## src/hdl/updec_pkg.sv

```systemverilog
// ----------------------------------------------------------------------------
// updec_pkg
// Shared types, constants and character helpers for the percent decoder.
// ----------------------------------------------------------------------------
package updec_pkg;

    localparam logic [7:0] CH_PERCENT = 8'h25;
    localparam logic [7:0] CH_PLUS    = 8'h2B;
    localparam logic [7:0] CH_SPACE   = 8'h20;

    // Queue between front and back
    localparam int QUEUE_DEPTH = 4;
    localparam int QPTR_W      = $clog2(QUEUE_DEPTH);
    localparam int QCNT_W      = $clog2(QUEUE_DEPTH + 1);

    // Byte count of one job: 1 to 3 result bytes
    localparam logic [1:0] CNT_ONE   = 2'd1;
    localparam logic [1:0] CNT_TWO   = 2'd2;
    localparam logic [1:0] CNT_THREE = 2'd3;

    // Byte slot inside a job
    localparam logic [1:0] SLOT_0 = 2'd0;
    localparam logic [1:0] SLOT_1 = 2'd1;
    localparam logic [1:0] SLOT_2 = 2'd2;

    // One classified input: the result bytes it causes
    typedef struct packed {
        logic [7:0] byte0;
        logic [7:0] byte1;
        logic [7:0] byte2;
        logic [1:0] cnt;
        logic       last;
    } job_t;

    function automatic logic is_hex(input logic [7:0] c);
        logic r;
        r = ((c >= 8'h30) && (c <= 8'h39)) ||
            ((c >= 8'h41) && (c <= 8'h46)) ||
            ((c >= 8'h61) && (c <= 8'h66));
        return r;
    endfunction

    function automatic logic [3:0] hex_val(input logic [7:0] c);
        logic [7:0] d;
        d = 8'h00;
        if ((c >= 8'h30) && (c <= 8'h39))
        begin
            d = c - 8'h30;
        end
        else if ((c >= 8'h41) && (c <= 8'h46))
        begin
            d = c - 8'h37;
        end
        else if ((c >= 8'h61) && (c <= 8'h66))
        begin
            d = c - 8'h57;
        end
        return d[3:0];
    endfunction

endpackage

```

## src/hdl/updec_front.sv

```systemverilog
// ----------------------------------------------------------------------------
// updec_front
// Accepts input transactions, tracks the escape sequence and builds jobs.
// ----------------------------------------------------------------------------
module updec_front
    import updec_pkg::*;
(
    input  logic       clk,
    input  logic       rst_n,
    input  logic       accept,
    input  logic [7:0] in_byte,
    input  logic       in_last,
    output logic       push,
    output job_t       job
);

    typedef enum logic [2:0] {
        PH_IDLE = 3'b001,
        PH_PCT  = 3'b010,
        PH_HELD = 3'b100
    } phase_t;

    phase_t     phase_reg, phase_next;
    logic [7:0] held_reg, held_next;
    logic       emit;

    always_comb
    begin
        phase_next = phase_reg;
        held_next  = held_reg;
        emit       = 1'b0;
        job.byte0  = in_byte;
        job.byte1  = in_byte;
        job.byte2  = in_byte;
        job.cnt    = CNT_ONE;
        job.last   = in_last;
        unique case (phase_reg)
            PH_PCT:
            begin
                if (in_last)
                begin
                    emit       = 1'b1;
                    phase_next = PH_IDLE;
                    if (is_hex(in_byte))
                    begin
                        job.byte0 = {4'h0, hex_val(in_byte)};
                    end
                    else
                    begin
                        job.byte0 = CH_PERCENT;
                        job.cnt   = CNT_TWO;
                    end
                end
                else
                begin
                    held_next  = in_byte;
                    phase_next = PH_HELD;
                end
            end
            PH_HELD:
            begin
                emit       = 1'b1;
                phase_next = PH_IDLE;
                if (is_hex(held_reg) && is_hex(in_byte))
                begin
                    job.byte0 = {hex_val(held_reg), hex_val(in_byte)};
                end
                else
                begin
                    job.byte0 = CH_PERCENT;
                    job.byte1 = held_reg;
                    job.cnt   = CNT_THREE;
                end
            end
            default:
            begin
                phase_next = PH_IDLE;
                if ((in_byte == CH_PERCENT) && !in_last)
                begin
                    phase_next = PH_PCT;
                end
                else
                begin
                    emit = 1'b1;
                    if (in_byte == CH_PLUS)
                    begin
                        job.byte0 = CH_SPACE;
                    end
                end
            end
        endcase
    end

    assign push = accept && emit;

    always_ff @(posedge clk or negedge rst_n)
    begin
        if (!rst_n)
        begin
            phase_reg <= PH_IDLE;
            held_reg  <= 8'h00;
        end
        else if (accept)
        begin
            phase_reg <= phase_next;
            held_reg  <= held_next;
        end
    end

endmodule

```

## src/hdl/updec_queue.sv

```systemverilog
// ----------------------------------------------------------------------------
// updec_queue
// Short job queue that decouples the front from the back.
// ----------------------------------------------------------------------------
module updec_queue
    import updec_pkg::*;
(
    input  logic clk,
    input  logic rst_n,
    input  logic push,
    input  job_t push_job,
    output logic full,
    input  logic pop,
    output logic head_valid,
    output job_t head_job
);

    job_t              mem_reg [QUEUE_DEPTH];
    logic [QPTR_W-1:0] wr_ptr_reg, wr_ptr_next;
    logic [QPTR_W-1:0] rd_ptr_reg, rd_ptr_next;
    logic [QCNT_W-1:0] cnt_reg, cnt_next;
    logic              do_push, do_pop;

    assign full       = (cnt_reg == QCNT_W'(QUEUE_DEPTH));
    assign head_valid = (cnt_reg != '0);
    assign head_job   = mem_reg[rd_ptr_reg];
    assign do_push    = push && !full;
    assign do_pop     = pop && head_valid;

    always_comb
    begin
        wr_ptr_next = do_push ? wr_ptr_reg + 1'b1 : wr_ptr_reg;
        rd_ptr_next = do_pop ? rd_ptr_reg + 1'b1 : rd_ptr_reg;
        cnt_next    = cnt_reg;
        if (do_push && !do_pop)
        begin
            cnt_next = cnt_reg + 1'b1;
        end
        else if (do_pop && !do_push)
        begin
            cnt_next = cnt_reg - 1'b1;
        end
    end

    always_ff @(posedge clk)
    begin
        if (do_push)
        begin
            mem_reg[wr_ptr_reg] <= push_job;
        end
    end

    always_ff @(posedge clk or negedge rst_n)
    begin
        if (!rst_n)
        begin
            wr_ptr_reg <= '0;
            rd_ptr_reg <= '0;
            cnt_reg    <= '0;
        end
        else
        begin
            wr_ptr_reg <= wr_ptr_next;
            rd_ptr_reg <= rd_ptr_next;
            cnt_reg    <= cnt_next;
        end
    end

endmodule

```

## src/hdl/updec_back.sv

```systemverilog
// ----------------------------------------------------------------------------
// updec_back
// Unrolls each job into result transactions through an output register.
// ----------------------------------------------------------------------------
module updec_back
    import updec_pkg::*;
(
    input  logic       clk,
    input  logic       rst_n,
    input  logic       head_valid,
    input  job_t       head_job,
    output logic       pop,
    output logic       out_valid,
    input  logic       out_ready,
    output logic [7:0] out_byte,
    output logic       run_end,
    output logic       stream_end
);

    logic [1:0] slot_reg, slot_next;
    logic       valid_reg, valid_next;
    logic [7:0] byte_reg, byte_next;
    logic       run_reg, run_next;
    logic       strm_reg, strm_next;
    logic       load;
    logic       final_slot;

    assign load       = (!valid_reg || out_ready) && head_valid;
    assign final_slot = ((slot_reg + 2'd1) == head_job.cnt);
    assign pop        = load && final_slot;

    always_comb
    begin
        slot_next  = slot_reg;
        valid_next = valid_reg;
        byte_next  = byte_reg;
        run_next   = run_reg;
        strm_next  = strm_reg;
        if (load)
        begin
            valid_next = 1'b1;
            run_next   = final_slot;
            strm_next  = final_slot && head_job.last;
            unique case (slot_reg)
                SLOT_0:  byte_next = head_job.byte0;
                SLOT_1:  byte_next = head_job.byte1;
                default: byte_next = head_job.byte2;
            endcase
            // advance to the next byte, or rewind once the job is drained
            slot_next = final_slot ? SLOT_0 : slot_reg + 2'd1;
        end
        else if (out_ready)
        begin
            valid_next = 1'b0;
        end
    end

    always_ff @(posedge clk or negedge rst_n)
    begin
        if (!rst_n)
        begin
            slot_reg  <= SLOT_0;
            valid_reg <= 1'b0;
        end
        else
        begin
            slot_reg  <= slot_next;
            valid_reg <= valid_next;
        end
    end

    always_ff @(posedge clk)
    begin
        byte_reg <= byte_next;
        run_reg  <= run_next;
        strm_reg <= strm_next;
    end

    assign out_valid  = valid_reg;
    assign out_byte   = byte_reg;
    assign run_end    = run_reg;
    assign stream_end = strm_reg;

endmodule

```

## src/hdl/url_percent_decoder_top.sv

```systemverilog
// ----------------------------------------------------------------------------
// url_percent_decoder_top
// Streaming URL percent decoder, one encoded byte in per transaction.
// ----------------------------------------------------------------------------
// Input channel (in_valid/in_ready): in_byte plus in_last marking the final
// character of a string. Output channel (out_valid/out_ready): out_byte,
// run_end on the last result of one input, stream_end on the last result of
// a string.
// The front decodes "%hh" escapes and '+' and pushes a job of one to three
// result bytes into a four-entry queue; a '%' and the character after it
// push nothing unless they end a string. The back drains each job one result
// per cycle while out_ready is high, through a registered output stage.
// Path: an accepted input's job enters the queue, then its first result
// loads into the output register; further results of the same input follow
// one per cycle while out_ready is high. Throughput: one input per cycle
// while in_ready is high, one result per cycle while out_ready is high; three
// results follow only after two silent inputs, so one byte per cycle is sustained.
// Reset: the escape tracker returns outside an escape and the queue and the
// output stage empty.
// Stall: while out_ready is low the output holds; the queue fills and
// in_ready drops once all four entries are occupied.
// ----------------------------------------------------------------------------
module url_percent_decoder_top
    import updec_pkg::*;
(
    input  logic       clk,
    input  logic       rst_n,
    input  logic       in_valid,
    output logic       in_ready,
    input  logic [7:0] in_byte,
    input  logic       in_last,
    output logic       out_valid,
    input  logic       out_ready,
    output logic [7:0] out_byte,
    output logic       run_end,
    output logic       stream_end
);

    logic accept;
    logic push;
    logic full;
    logic pop;
    logic head_valid;
    job_t front_job;
    job_t head_job;

    // accept whenever the queue has room for a possible job
    assign in_ready = !full;
    assign accept   = in_valid && in_ready;

    updec_front u_front (
        .clk     (clk),
        .rst_n   (rst_n),
        .accept  (accept),
        .in_byte (in_byte),
        .in_last (in_last),
        .push    (push),
        .job     (front_job)
    );

    updec_queue u_queue (
        .clk        (clk),
        .rst_n      (rst_n),
        .push       (push),
        .push_job   (front_job),
        .full       (full),
        .pop        (pop),
        .head_valid (head_valid),
        .head_job   (head_job)
    );

    updec_back u_back (
        .clk        (clk),
        .rst_n      (rst_n),
        .head_valid (head_valid),
        .head_job   (head_job),
        .pop        (pop),
        .out_valid  (out_valid),
        .out_ready  (out_ready),
        .out_byte   (out_byte),
        .run_end    (run_end),
        .stream_end (stream_end)
    );

endmodule

```

## config.mk

```make
export PLATFORM = sky130hd
export DESIGN_NAME = url_percent_decoder_top
export DESIGN_NICKNAME = d
export VERILOG_FILES = /design/src/hdl/updec_pkg.sv /design/src/hdl/updec_front.sv /design/src/hdl/updec_queue.sv /design/src/hdl/updec_back.sv /design/src/hdl/url_percent_decoder_top.sv
export SDC_FILE = /design/constraint.sdc
export NUM_CORES = 1
export LEC_CHECK = 0
export ABC_AREA = 1
export BUFFER_PORTS_ARGS = -buffer_cell sky130_fd_sc_hd__buf_2
export CAP_MARGIN = 20
export CORE_MARGIN = 2
export CORE_UTILIZATION = 44
export CTS_CLUSTER_DIAMETER = 100
export DETAILED_ROUTE_END_ITERATION = 7
export GPL_ROUTABILITY_DRIVEN = 0
export PLACE_DENSITY = 0.69
export SYNTH_ARGS = -nofsm -noshare
export SYNTH_HDL_FRONTEND = slang
export SYNTH_SLANG_ARGS = --single-unit
```

## constraint.sdc

```tcl
create_clock -name clk -period 6.9 [get_ports clk]
set_input_delay 0.69 -clock clk [delete_from_list [all_inputs] [get_ports clk]]
set_output_delay 0.69 -clock clk [all_outputs]
set_load 0.02 [all_outputs]
```

==> results.txt <==
Internal: 1988 uW
Final instance area: 7107 um2
Initial DRC Count: 434
Ant diodes: 0
Mapped Nets: 606
Ports: 25
Layout Nets: 635
Total track usage: 19.47%
# DRC: 0
Die height: 123.4 um
Post-synth EDFFs: 118
RSZ-0062 raised after global routing: false
Clock Latency Late Sink: 0.42 ns
First-pass GRT wire length: 22060 um
Worst path arrival time: 3.42 ns
Fin Setup TNS: 0 ns
Clock power frac: 26.1%
Row Count: 43
Max Slew Vio Count: 0
Netlist cell types: 31
Worst vdd ir: 0.2390 mV
Clk sink count: 139
Via density: 5.504
F_max: 319.9 MHz
Max-cap viol count: 0
Number of buffers created by CTS: 17
Die area: 15230 um2
HP Class: primary input to asynchronous set/reset pin
Setup CP Type: flop to flop
Die X: 123.4 um
Power, Total: 3120 uW
Pwr dens: 439.0 nW/um2
Vias in the first global route: 4297
Setup Skew: 0.01196 ns
Tmin final: 3.126 ns
Htree depth: 4
I/O Buffers: 24
Root cell of the clock tree: clkbuf_16
R2R depth: 13
Most common cell after layout, fill and taps aside: edfxtp_1
Clock input transition at the sequential cells of the worst setup and hold paths: 0.06 ns
Async S/R FF share, synth: 15.11%
Logic gate share of total power: 33.3%
Final setup viols: 0
Synthesized area per cell: 10.87 um2
Clock buffer depth: 2
Commonest cells after routing, fill and taps aside: 118 x edfxtp_1, 105 x nand2_1, 68 x nor2_1
DR WL/cell: 17.01 um
Placed Instances: 767
Detail Route Antenna Nets: 0
Starting Density: 45.20%
Reg power frac: 40.6%
Post-CTS Setup Bufs: 0
Status: completed
Sw Ratio: 36.27%
Non-filler cells, final: 799
P&R area growth vs syn: 13.26%
Setup crit end kind: flop
Syn. warnings: 0
#FFs+latches synth: 139
DP HPWL: 8640 um
Core area: 13880 um2
Max reg flops: 108
Slew headroom: 42.39%
Initial antenna violation count: 0
Gates resized, CTS repair: 0
Ys flop type: edfxtp_1
Mapped cell area: 6275 um2
Worst slew pin tran: 0.8629 ns
Critical Path Fanout Max: 57
Final core occ: 51.20%
P_leak: 0.002780 uW
CTS tree: built
Area after DPL: 6578 um2
Drt pass-1 iters: 5
CTS Hold Buffers Added: 0
Vias: 4398
Reg2Reg Setup Slack: 3.77 ns
Drt total wl: 13590 um
Startpoint types: flop
Required time of the critical path: 7.20 ns
Share of cells above drive strength 1: 14.22%
Switching power: 1132 uW
Synth Instances: 577
Final hold violations: 0
Final worst-path cycle share: 45.31%
Pin count of the biggest net entering global routing: 58
Worst reg2reg endpoint: u_queue.cnt_reg[2]$_DFFE_PN0P_
Critical R2R Launch: u_queue.rd_ptr_reg[0]$_DFFE_PN0P_
Global route total overflow: 0
Register area share after synthesis: 64.87%
## cells by family after synthesis
family / synth area share (%)
AO/OA/AOI/OAI: 9.392
XOR/XNOR: 0.9771
adder cells (fa/ha/maj): 3.310
AND/OR/NAND/NOR: 17.19
buffers and inverters: 4.267
flip-flops: 64.87
## power groups by stage
stage                     clock network, uW  registers (uW)  logic [uW]
after floorplan                           0            1310         694
after global placement                    0            1280         997
after detailed placement                  0            1280        1030
after CTS                               826            1270        1040
after global routing                    862            1290        1160
final                                   815            1270        1040
## layout make-up
type / instances / area, um2
Multi-Input combinational cell: 373 / 1947
Clock buffer: 22 / 454.2
Clock inverter: 10 / 75.07
Fill cell: 1200 / 6774
Inverter: 45 / 170.2
Timing Repair Buffer: 30 / 165.2
Sequential cell: 139 / 4070
Tap cell: 180 / 225.2
## worst max-delay path by stage
stage / cells past startpoint / start / end
2_1_floorplan: 9 / in_byte[1] / u_queue.mem_reg[0][0]$_DFFE_PP_
3_3_place_gp: 13 / u_queue.rd_ptr_reg[0]$_DFFE_PN0P_ / u_queue.cnt_reg[2]$_DFFE_PN0P_
3_5_place_dp: 13 / u_queue.rd_ptr_reg[0]$_DFFE_PN0P_ / u_queue.cnt_reg[2]$_DFFE_PN0P_
4_1_cts: 13 / u_queue.rd_ptr_reg[0]$_DFFE_PN0P_ / u_queue.cnt_reg[2]$_DFFE_PN0P_
5_1_grt: 13 / u_queue.rd_ptr_reg[0]$_DFFE_PN0P_ / u_queue.cnt_reg[2]$_DFFE_PN0P_
6_report: 13 / u_queue.rd_ptr_reg[0]$_DFFE_PN0P_ / u_queue.cnt_reg[2]$_DFFE_PN0P_
## cells in the mapped netlist (4+ instances only)
library cell	number	share of area, %
dfrtp_1	20	8.0
o21ai_0	62	4.9
nand3_1	41	3.3
nor2_1	72	4.3
nand2_4	5	0.90
nand4_1	9	0.90
nand2_1	105	6.3
o22ai_1	25	2.5
inv_2	5	0.30
clkbuf_1	13	0.78
ha_1	15	3.0
inv_1	39	2.3
a21oi_1	5	0.40
xor2_1	4	0.56
o21ai_1	9	0.72
o21ai_2	6	0.84
edfxtp_1	118	56
## critical path, cell delays in order (launching register included)
cell	delay (ns)
dfrtp_1	0.36
buf_4	0.29
inv_2	0.71
nand2_1	0.10
nand3_1	0.10
nand2_1	0.08
xor2_1	0.15
nand3_1	0.17
ha_1	0.18
inv_1	0.06
fa_1	0.38
a21oi_1	0.14
o21ai_0	0.11
xnor2_1	0.14
## per-stage QoR
step                setup slack [ns]  hold WS [ns]
floorplan                      4.014        0.3944
global placement               3.902        0.5003
detailed placement             3.794        0.5142
CTS                            3.785        0.2492
global route                   3.397        0.2746
finish                         3.774        0.2376
## per-layer routing
layer	up-vias	track usage, %	share of wire [%]
met4	0	7.528	1.6
met3	22	4.566	6.2
met1	2147	26.93	44
li1	2068	-	-
met2	161	29.88	48
met5	-	0	0
Note: power is estimated with default switching activity, not from simulation.
